**src/rtl/core/gfalu_pkg.sv**
```systemverilog
// ----------------------------------------------------------------------------
// gfalu_pkg: shared definitions for the GF(2^256) field ALU
// Field geometry, reduction constant, transaction structs, mode codes and the
// inversion addition chain.
// ----------------------------------------------------------------------------
package gfalu_pkg;

  localparam int unsigned FieldBits = 256;
  localparam int unsigned WordBits  = 64;

  // Bits of the multiplier operand consumed per cycle.
  localparam int unsigned DigitBits = 4;
  localparam int unsigned NumDigits = FieldBits / DigitBits;
  localparam int unsigned DigitCntW = $clog2(NumDigits);

  // Low part of x^256 + x^10 + x^5 + x^2 + 1.
  localparam logic [FieldBits-1:0] PolyLow = FieldBits'(12'h425);

  // Squaring runs of the inversion chain.
  localparam int unsigned SqrRun15  = 15;
  localparam int unsigned SqrRun30  = 30;
  localparam int unsigned SqrRun60  = 60;
  localparam int unsigned SqrRun120 = 120;

  localparam int unsigned ChainSteps = 11;
  localparam int unsigned StepW      = $clog2(ChainSteps);
  localparam int unsigned SqCntW     = $clog2(SqrRun120 + 1);
  localparam logic [StepW-1:0] LastStep = StepW'(ChainSteps - 1);

  typedef logic [FieldBits-1:0] felem_t;

  typedef enum logic [1:0] {
    MODE_ADD = 2'd0,
    MODE_MUL = 2'd1,
    MODE_SQR = 2'd2,
    MODE_INV = 2'd3
  } mode_e;

  // Operand registers that can feed the multiplier's second input.
  typedef enum logic [1:0] {
    SEL_A,
    SEL_E2,
    SEL_E3,
    SEL_T
  } ysel_e;

  typedef enum logic [1:0] {
    DST_E2,
    DST_E3,
    DST_T
  } dest_e;

  typedef enum logic [1:0] {
    ST_IDLE,
    ST_ISSUE,
    ST_WAIT
  } state_e;

  typedef struct packed {
    mode_e               mode;
    logic [WordBits-1:0] a_word3;
    logic [WordBits-1:0] a_word2;
    logic [WordBits-1:0] a_word1;
    logic [WordBits-1:0] a_word0;
    logic [WordBits-1:0] b_word3;
    logic [WordBits-1:0] b_word2;
    logic [WordBits-1:0] b_word1;
    logic [WordBits-1:0] b_word0;
  } gfalu_in_t;

  typedef struct packed {
    logic [WordBits-1:0] result_word3;
    logic [WordBits-1:0] result_word2;
    logic [WordBits-1:0] result_word1;
    logic [WordBits-1:0] result_word0;
  } gfalu_out_t;

  typedef struct packed {
    logic [SqCntW-1:0] sq_n;
    ysel_e             ysel;
    dest_e             dest;
  } chain_step_t;

  // One chain step: square the running value sq_n times, multiply by ysel,
  // store in dest. The running value always continues into the next step.
  function automatic chain_step_t chain_step(logic [StepW-1:0] idx);
    chain_step_t s;
    case (idx)
      4'd0:    s = '{SqCntW'(1),         SEL_A,  DST_E2};
      4'd1:    s = '{SqCntW'(1),         SEL_A,  DST_E3};
      4'd2:    s = '{SqCntW'(2),         SEL_E2, DST_E2};
      4'd3:    s = '{SqCntW'(5),         SEL_E2, DST_T};
      4'd4:    s = '{SqCntW'(5),         SEL_E2, DST_E3};
      4'd5:    s = '{SqCntW'(SqrRun15),  SEL_E3, DST_T};
      4'd6:    s = '{SqCntW'(SqrRun30),  SEL_T,  DST_T};
      4'd7:    s = '{SqCntW'(SqrRun60),  SEL_T,  DST_T};
      4'd8:    s = '{SqCntW'(SqrRun120), SEL_T,  DST_T};
      4'd9:    s = '{SqCntW'(SqrRun15),  SEL_E3, DST_T};
      default: s = '{SqCntW'(0),         SEL_T,  DST_T};
    endcase
    return s;
  endfunction

endpackage

```
**src/rtl/core/gfalu_mul.sv**
```systemverilog
// ----------------------------------------------------------------------------
// gfalu_mul: digit-serial GF(2^256) multiplier
// Interleaved MSB-first multiply and reduce, DigitBits bits of y per cycle.
// ----------------------------------------------------------------------------
module gfalu_mul import gfalu_pkg::*; (
  input  logic   clk_i,
  input  logic   rst_ni,
  input  logic   start_i,
  input  felem_t x_i,
  input  felem_t y_i,
  output logic   done_o,
  output felem_t p_o
);

  felem_t               acc_q, acc_d;
  felem_t               x_q;
  felem_t               y_q;
  logic [DigitCntW-1:0] cnt_q;
  logic                 run_q;
  logic                 done_q;

  // Shift by x with reduction, then add x where the digit bit is set.
  function automatic felem_t mul_digit(felem_t acc, felem_t x, logic [DigitBits-1:0] dig);
    felem_t r;
    logic   msb;
    r = acc;
    for (int k = DigitBits - 1; k >= 0; k--) begin
      msb = r[FieldBits-1];
      r   = {r[FieldBits-2:0], 1'b0};
      if (msb) r = r ^ PolyLow;
      if (dig[k]) r = r ^ x;
    end
    return r;
  endfunction

  assign acc_d = mul_digit(acc_q, x_q, y_q[FieldBits-1 -: DigitBits]);

  always_ff @(posedge clk_i or negedge rst_ni) begin
    if (!rst_ni) begin
      run_q  <= 1'b0;
      done_q <= 1'b0;
      cnt_q  <= '0;
    end else begin
      done_q <= 1'b0;
      if (start_i) begin
        run_q <= 1'b1;
        cnt_q <= '0;
      end else if (run_q) begin
        cnt_q <= cnt_q + DigitCntW'(1);
        if (cnt_q == DigitCntW'(NumDigits - 1)) begin
          run_q  <= 1'b0;
          done_q <= 1'b1;
        end
      end
    end
  end

  always_ff @(posedge clk_i) begin
    if (start_i) begin
      acc_q <= '0;
      x_q   <= x_i;
      y_q   <= y_i;
    end else if (run_q) begin
      acc_q <= acc_d;
      y_q   <= {y_q[FieldBits-DigitBits-1:0], {DigitBits{1'b0}}};
    end
  end

  assign done_o = done_q;
  assign p_o    = acc_q;

endmodule

```
**src/rtl/core/gf256_field_alu.sv**
```systemverilog
// ----------------------------------------------------------------------------
// gf256_field_alu: GF(2^256) add, multiply, square and invert
// Sequencer and operand registers around one digit-serial field multiplier.
// ----------------------------------------------------------------------------
//
//  Channel   Ports                        Transfer
//  command   start, busy, op_i            start high and busy low at clk edge
//  result    result_valid_o, result_o     one-cycle strobe, no back-pressure
//
//  Add: result strobe in the cycle after the command; busy stays low.
//  Multiply and square: one pass of the digit-serial multiplier over 64 digits
//  of 4 bits, with an issue state before it and a done strobe after it.
//  Invert: 254 squarings and 11 multiplications in a fixed chain, 265 passes.
//  Zero inverts to zero.
//  Reset clears the sequencer and strobes only; busy is low right after reset.
//  The receiver cannot stall: each result is shown for exactly one cycle.
//
module gf256_field_alu import gfalu_pkg::*; (
  input  logic       clk_i,
  input  logic       rst_ni,
  input  logic       start,
  output logic       busy,
  input  gfalu_in_t  op_i,
  output logic       result_valid_o,
  output gfalu_out_t result_o
);

  state_e            state_q, state_d;
  mode_e             mode_q;
  logic [StepW-1:0]  step_q;
  logic [SqCntW-1:0] sq_cnt_q;
  felem_t            a_q, e2_q, e3_q, t_q, s_q, res_q;
  logic              valid_q;

  logic        accept;
  logic        mul_start;
  logic        mul_done;
  felem_t      mul_y;
  felem_t      mul_p;
  felem_t      op_a, op_b;
  chain_step_t first_step;
  chain_step_t cur_step;
  chain_step_t next_step;
  ysel_e       ysel;
  logic        last_step;

  assign op_a   = {op_i.a_word3, op_i.a_word2, op_i.a_word1, op_i.a_word0};
  assign op_b   = {op_i.b_word3, op_i.b_word2, op_i.b_word1, op_i.b_word0};
  assign accept = start && !busy;

  assign first_step = chain_step(StepW'(0));
  assign cur_step   = chain_step(step_q);
  assign next_step  = chain_step(step_q + StepW'(1));
  assign last_step  = (mode_q != MODE_INV) || (step_q == LastStep);

  // Operand b of a multiply is kept in the E_2 register, which the inversion
  // chain needs only for its own items.
  always_comb begin
    if (mode_q == MODE_INV) ysel = cur_step.ysel;
    else if (mode_q == MODE_MUL) ysel = SEL_E2;
    else ysel = SEL_A;
  end

  // Next state.
  always_comb begin
    state_d = state_q;
    case (state_q)
      ST_IDLE: begin
        if (accept && op_i.mode != MODE_ADD) state_d = ST_ISSUE;
      end
      ST_ISSUE: state_d = ST_WAIT;
      ST_WAIT: begin
        if (mul_done) begin
          if (sq_cnt_q == '0 && last_step) state_d = ST_IDLE;
          else state_d = ST_ISSUE;
        end
      end
      default: state_d = ST_IDLE;
    endcase
  end

  // Outputs of the sequencer.
  always_comb begin
    mul_start = 1'b0;
    mul_y     = s_q;
    busy      = 1'b1;
    case (state_q)
      ST_IDLE: busy = 1'b0;
      ST_ISSUE: begin
        mul_start = 1'b1;
        if (sq_cnt_q == '0) begin
          case (ysel)
            SEL_A:   mul_y = a_q;
            SEL_E2:  mul_y = e2_q;
            SEL_E3:  mul_y = e3_q;
            default: mul_y = t_q;
          endcase
        end
      end
      default: ;
    endcase
  end

  gfalu_mul u_mul (
    .clk_i   (clk_i),
    .rst_ni  (rst_ni),
    .start_i (mul_start),
    .x_i     (s_q),
    .y_i     (mul_y),
    .done_o  (mul_done),
    .p_o     (mul_p)
  );

  always_ff @(posedge clk_i or negedge rst_ni) begin
    if (!rst_ni) begin
      state_q  <= ST_IDLE;
      valid_q  <= 1'b0;
      mode_q   <= MODE_ADD;
      step_q   <= '0;
      sq_cnt_q <= '0;
    end else begin
      state_q <= state_d;
      valid_q <= 1'b0;
      if (accept) begin
        mode_q   <= op_i.mode;
        step_q   <= '0;
        sq_cnt_q <= (op_i.mode == MODE_INV) ? first_step.sq_n : '0;
        if (op_i.mode == MODE_ADD) valid_q <= 1'b1;
      end else if (state_q == ST_WAIT && mul_done) begin
        if (sq_cnt_q != '0) begin
          sq_cnt_q <= sq_cnt_q - SqCntW'(1);
        end else if (last_step) begin
          valid_q <= 1'b1;
        end else begin
          step_q   <= step_q + StepW'(1);
          sq_cnt_q <= next_step.sq_n;
        end
      end
    end
  end

  always_ff @(posedge clk_i) begin
    if (accept) begin
      a_q   <= op_a;
      e2_q  <= op_b;
      s_q   <= op_a;
      res_q <= op_a ^ op_b;
    end else if (state_q == ST_WAIT && mul_done) begin
      s_q <= mul_p;
      if (sq_cnt_q == '0) begin
        if (last_step) begin
          res_q <= mul_p;
        end else begin
          case (cur_step.dest)
            DST_E2:  e2_q <= mul_p;
            DST_E3:  e3_q <= mul_p;
            default: t_q  <= mul_p;
          endcase
        end
      end
    end
  end

  assign result_valid_o = valid_q;
  assign result_o       = gfalu_out_t'(res_q);

  // The multiplier only finishes a pass that the sequencer is waiting for.
  assert property (@(posedge clk_i) disable iff (!rst_ni)
    mul_done |-> state_q == ST_WAIT)
    else $error("multiplier done outside of wait state");

  // Plain multiply and square never run squaring passes or chain steps.
  assert property (@(posedge clk_i) disable iff (!rst_ni)
    (busy && mode_q != MODE_INV) |-> (sq_cnt_q == '0 && step_q == '0))
    else $error("chain counters moved for a non-invert transaction");

  // The final pass of a transaction produces exactly one result strobe.
  assert property (@(posedge clk_i) disable iff (!rst_ni)
    (state_q == ST_WAIT && mul_done && sq_cnt_q == '0 && last_step)
      |=> (result_valid_o && !busy))
    else $error("final pass did not deliver a result");

  // The step counter stays within the chain.
  assert property (@(posedge clk_i) disable iff (!rst_ni)
    busy |-> step_q <= LastStep)
    else $error("chain step out of range");

endmodule

```
**config.mk**
```make
export PLATFORM = sky130hd
export DESIGN_NAME = gf256_field_alu
export DESIGN_NICKNAME = d
export VERILOG_FILES = /design/src/rtl/core/gfalu_pkg.sv /design/src/rtl/core/gfalu_mul.sv /design/src/rtl/core/gf256_field_alu.sv
export SDC_FILE = /design/constraint.sdc
export NUM_CORES = 2
export LEC_CHECK = 0
export ABC_AREA = 1
export BUFFER_PORTS_ARGS = -buffer_cell sky130_fd_sc_hd__buf_2
export CAP_MARGIN = 15
export CORE_ASPECT_RATIO = 0.7
export CORE_MARGIN = 10
export CORE_UTILIZATION = 60
export CTS_BUF_LIST = sky130_fd_sc_hd__clkbuf_4 sky130_fd_sc_hd__clkbuf_8
export DETAILED_ROUTE_END_ITERATION = 7
export GPL_ROUTABILITY_DRIVEN = 1
export PLACE_DENSITY = 0.9
export RECOVER_POWER = 25
export SETUP_SLACK_MARGIN = 0.15
export SKIP_LAST_GASP = 1
export SLEW_MARGIN = 20
export SYNTH_ARGS = -nofsm -noshare
export SYNTH_HDL_FRONTEND = slang
export SYNTH_SLANG_ARGS = --single-unit
```
**constraint.sdc**
```tcl
create_clock -name clk_i -period 46.2 [get_ports clk_i]
set_input_delay 9.24 -clock clk_i [delete_from_list [all_inputs] [get_ports clk_i]]
set_output_delay 9.24 -clock clk_i [all_outputs]
set_load 0.1 [all_outputs]
```
==> results.md <==
- Result of the run: finished with violations
- Failing checks: design-rule violations, max-capacitance violations, max-slew violations
- Power density cells: 33.27 nW/um2
- CTS Sinks: 2328
- Number of warning messages in the yosys log: 0
- Reg-to-Reg Start: state_q[1]
- Worst Path Class, Setup: in -> reg
- Worst setup path startpoint: start
- Maximum clock skew at final layout: approximately 0.089 ns
- Routed WL per cell: between 20 and 25 um
- Clk root buf: sky130_fd_sc_hd__clkbuf_8
- Post-Route Setup TNS: 0 ns
- Number of antenna violations at the first check in global routing: 10
- Avg Synthesized Cell Area: just under 10 um2
- Worst min-delay path class: reg -> reg
- Hold slack: ~0.42 ns
- Std-Cell Core Area: around 180000 um2
- Layout overhead on the synthesized area: 10.25%
- Cts hold-fix bufs: 0
- Die width: around 530 um
- Synthesis-stage register bit count: approximately 2300
- Final instance area: 122500 um2
- Proportion of netlist area held by the largest area contributor: between 50% and 60%
- Max-slew violation total from the final report: about 1000
- Hold Violations, Final: 0
- Post-Place Worst Slack: 31.36 ns
- Startpoint of the most critical hold path: s_q[5]
- Highest-count cells in the layout ignoring fill and taps: 3169 x sky130_fd_sc_hd__nand2_1, 2048 x sky130_fd_sc_hd__edfxtp_1, 1000 x sky130_fd_sc_hd__nor2_1
- Overall routed net length: 335200 um
- Number of antenna-violating nets in the routed design: 0
- Type of destination of the critical path: flip-flop
- Final worst-path cycle share: between 30% and 40%
- WP data arrival: ~15 ns
- Placement Cell Area: about 120000 um2
- Post-CTS setup buffer count: 0
- Crit-path max FO: 135
- First-pass detailed-route iteration total: 8
- Number of setup violations in the final report: 0
- Number of CTS-inserted buffers: around 350
- TritonCTS clock tree: yes
- Clock transition at the registers of the reported paths: 0.06 ns
- Cell count after synthesis: between 10000 and 15000
- Final-stage net count: about 13000
- Minimum clock period: around 14 ns
- Most frequent standard cell in the layout excluding fill and tap cells: sky130_fd_sc_hd__nand2_1
- Max Cap Viol: 11
- Post-synth net total: 11950
- Distinct cell type count after synthesis: between 40 and 50
- Die ar.: roughly 200000 um2
- Starting density of the core: 60.23%
- Slew margin rel.: -477.3%
- Die boundary height: between 300 and 400 um
- Number of buffers inserted by port buffering: slightly below 800
- F_max: roughly 70 MHz
- Pin count of the biggest net entering global routing: ~210
- Crit path setup slack, layout: roughly 32 ns
- CP Launch Type: input port
- Number of DRC markers in iteration 0: roughly 15000
- Floorplan row count: 132
- Required arrival time at the worst endpoint: roughly 47 ns
- Library cell with the largest summed area after synthesis: sky130_fd_sc_hd__edfxtp_1
- Max Buffers Root-to-Sink: 4
- Routed vias: ~90000
- Ratio of routed vias to standard cells: between 6 and 7
- Boundary pin count: 775
- Max H-tree Level: 5
- Post-synthesis cell area: roughly 110000 um2
- Ratio of cells with drive above 1 in the final layout: a little under an eighth
- Latest clock arrival within the worst-skew pair: just under 1 ns
- Share of the yosys chip area belonging to registers: between 60 and 70%
- Count of instances resized after the clock tree is built: 0
- Dominant cells by area after synthesis: sky130_fd_sc_hd__edfxtp_1 55%, sky130_fd_sc_hd__nand2_1 11%, sky130_fd_sc_hd__xor2_1 5.9%
- DRC violations left: 9
- Total gr overflow: 0
- HPWL after DPL: roughly 210000 um
- Leakage power: about 50 nW
- Weighted congestion reported at the end of routability-driven placement: around 0.90
- Worst supply voltage drop on vdd: 0.00002480 V
- First-pass GRT wire length: approximately 510000 um
- Via count of the first global-routing pass: 89270
- RSZ-0062 raised after global routing: no
- Transition time at the pin with the least slew margin: around 8.7 ns
- Total global-route track usage: a little under a third
==> cells by family after synthesis <==
group                    count (synthesis)  synth area share, %
AND/OR/NAND/NOR                       5022                18.31
adder cells (fa/ha/maj)                  9               0.1014
buffers and inverters                 1472                5.969
XOR/XNOR                              1014                7.993
AO/OA/AOI/OAI                         1574                7.119
flip-flops                            2328                60.50
==> where the power goes <==
part           leakage [nW]  switching [mW]  internal [mW]
logic                  23.8          0.0373         0.0301
clock network          3.76           0.830          0.921
registers              22.1               0           2.26
==> layer usage <==
metal  up-vias  GRT usage (%)  part of all wire [%]
li1      39100              -                     -
met1     41910          40.06                    34
met2      7836          49.47                    46
met3      1324          8.113                    14
met4         8          16.98                   5.9
met5         -              0                 0.018
==> critical path, cell delays in order <==
cell and delay [ns]:
sky130_fd_sc_hd__buf_2 0.11, sky130_fd_sc_hd__nand2_4 0.65, sky130_fd_sc_hd__inv_8 0.45, sky130_fd_sc_hd__nor2_1 0.38
sky130_fd_sc_hd__nand2_1 0.26, sky130_fd_sc_hd__nor3b_2 0.21, sky130_fd_sc_hd__buf_4 0.66, sky130_fd_sc_hd__buf_4 0.80
sky130_fd_sc_hd__buf_4 0.75, sky130_fd_sc_hd__buf_4 0.84
==> area by class of cell <==
cell class,count,area (um2)
sequential,2328,67230
fill,12530,61980
multi-input combinational,7619,37310
clock buffer,517,6309
timing repair buffer,869,4712
tap,2479,3102
inverter,817,3092
clock inverter,105,729.5
antenna,7,17.52
==> synth_stat cells, drive strengths merged <==
cell,count
a32oi,1
clkinv,1
clkbuf,265
buf,390
nor3b,1
ha,9
nor2,1007
nand2,3178
or2,2
and2,1
a21oi,531
xnor2,269
o211ai,2
xor2,745
o31ai,2
dfxtp,256
inv,816
nand3,562
nand4,263
dfrtp,24
o22ai,6
nand3b,4
edfxtp,2048
nor3,4
o21ai,1032
==> through the flow <==
step	power [mW]	util [%]	cells
floorplan	2.321	-	11420
global placement	2.364	62.57	14110
detailed placement	2.366	62.57	14110
CTS	4.069	66.39	14730
global route	4.164	66.40	14740
finish	4.075	66.40	14740
==> worst paths after layout <==
path / end / slack (ns) / cells after the start
setup / recovery: e3_q[209] / 32.13 / 10
hold / removal: u_mul.x_q[5] / 0.42 / 0
setup reg to reg: u_mul.y_q[203] / 33.80 / 7
hold reg to reg: u_mul.x_q[5] / 0.42 / 0
max in group asynchronous: mode_q[0] / 37.37 / 1
min in group asynchronous: result_valid_o / 8.30 / 1
No activity file was read; power rests on OpenSTA's default activity.
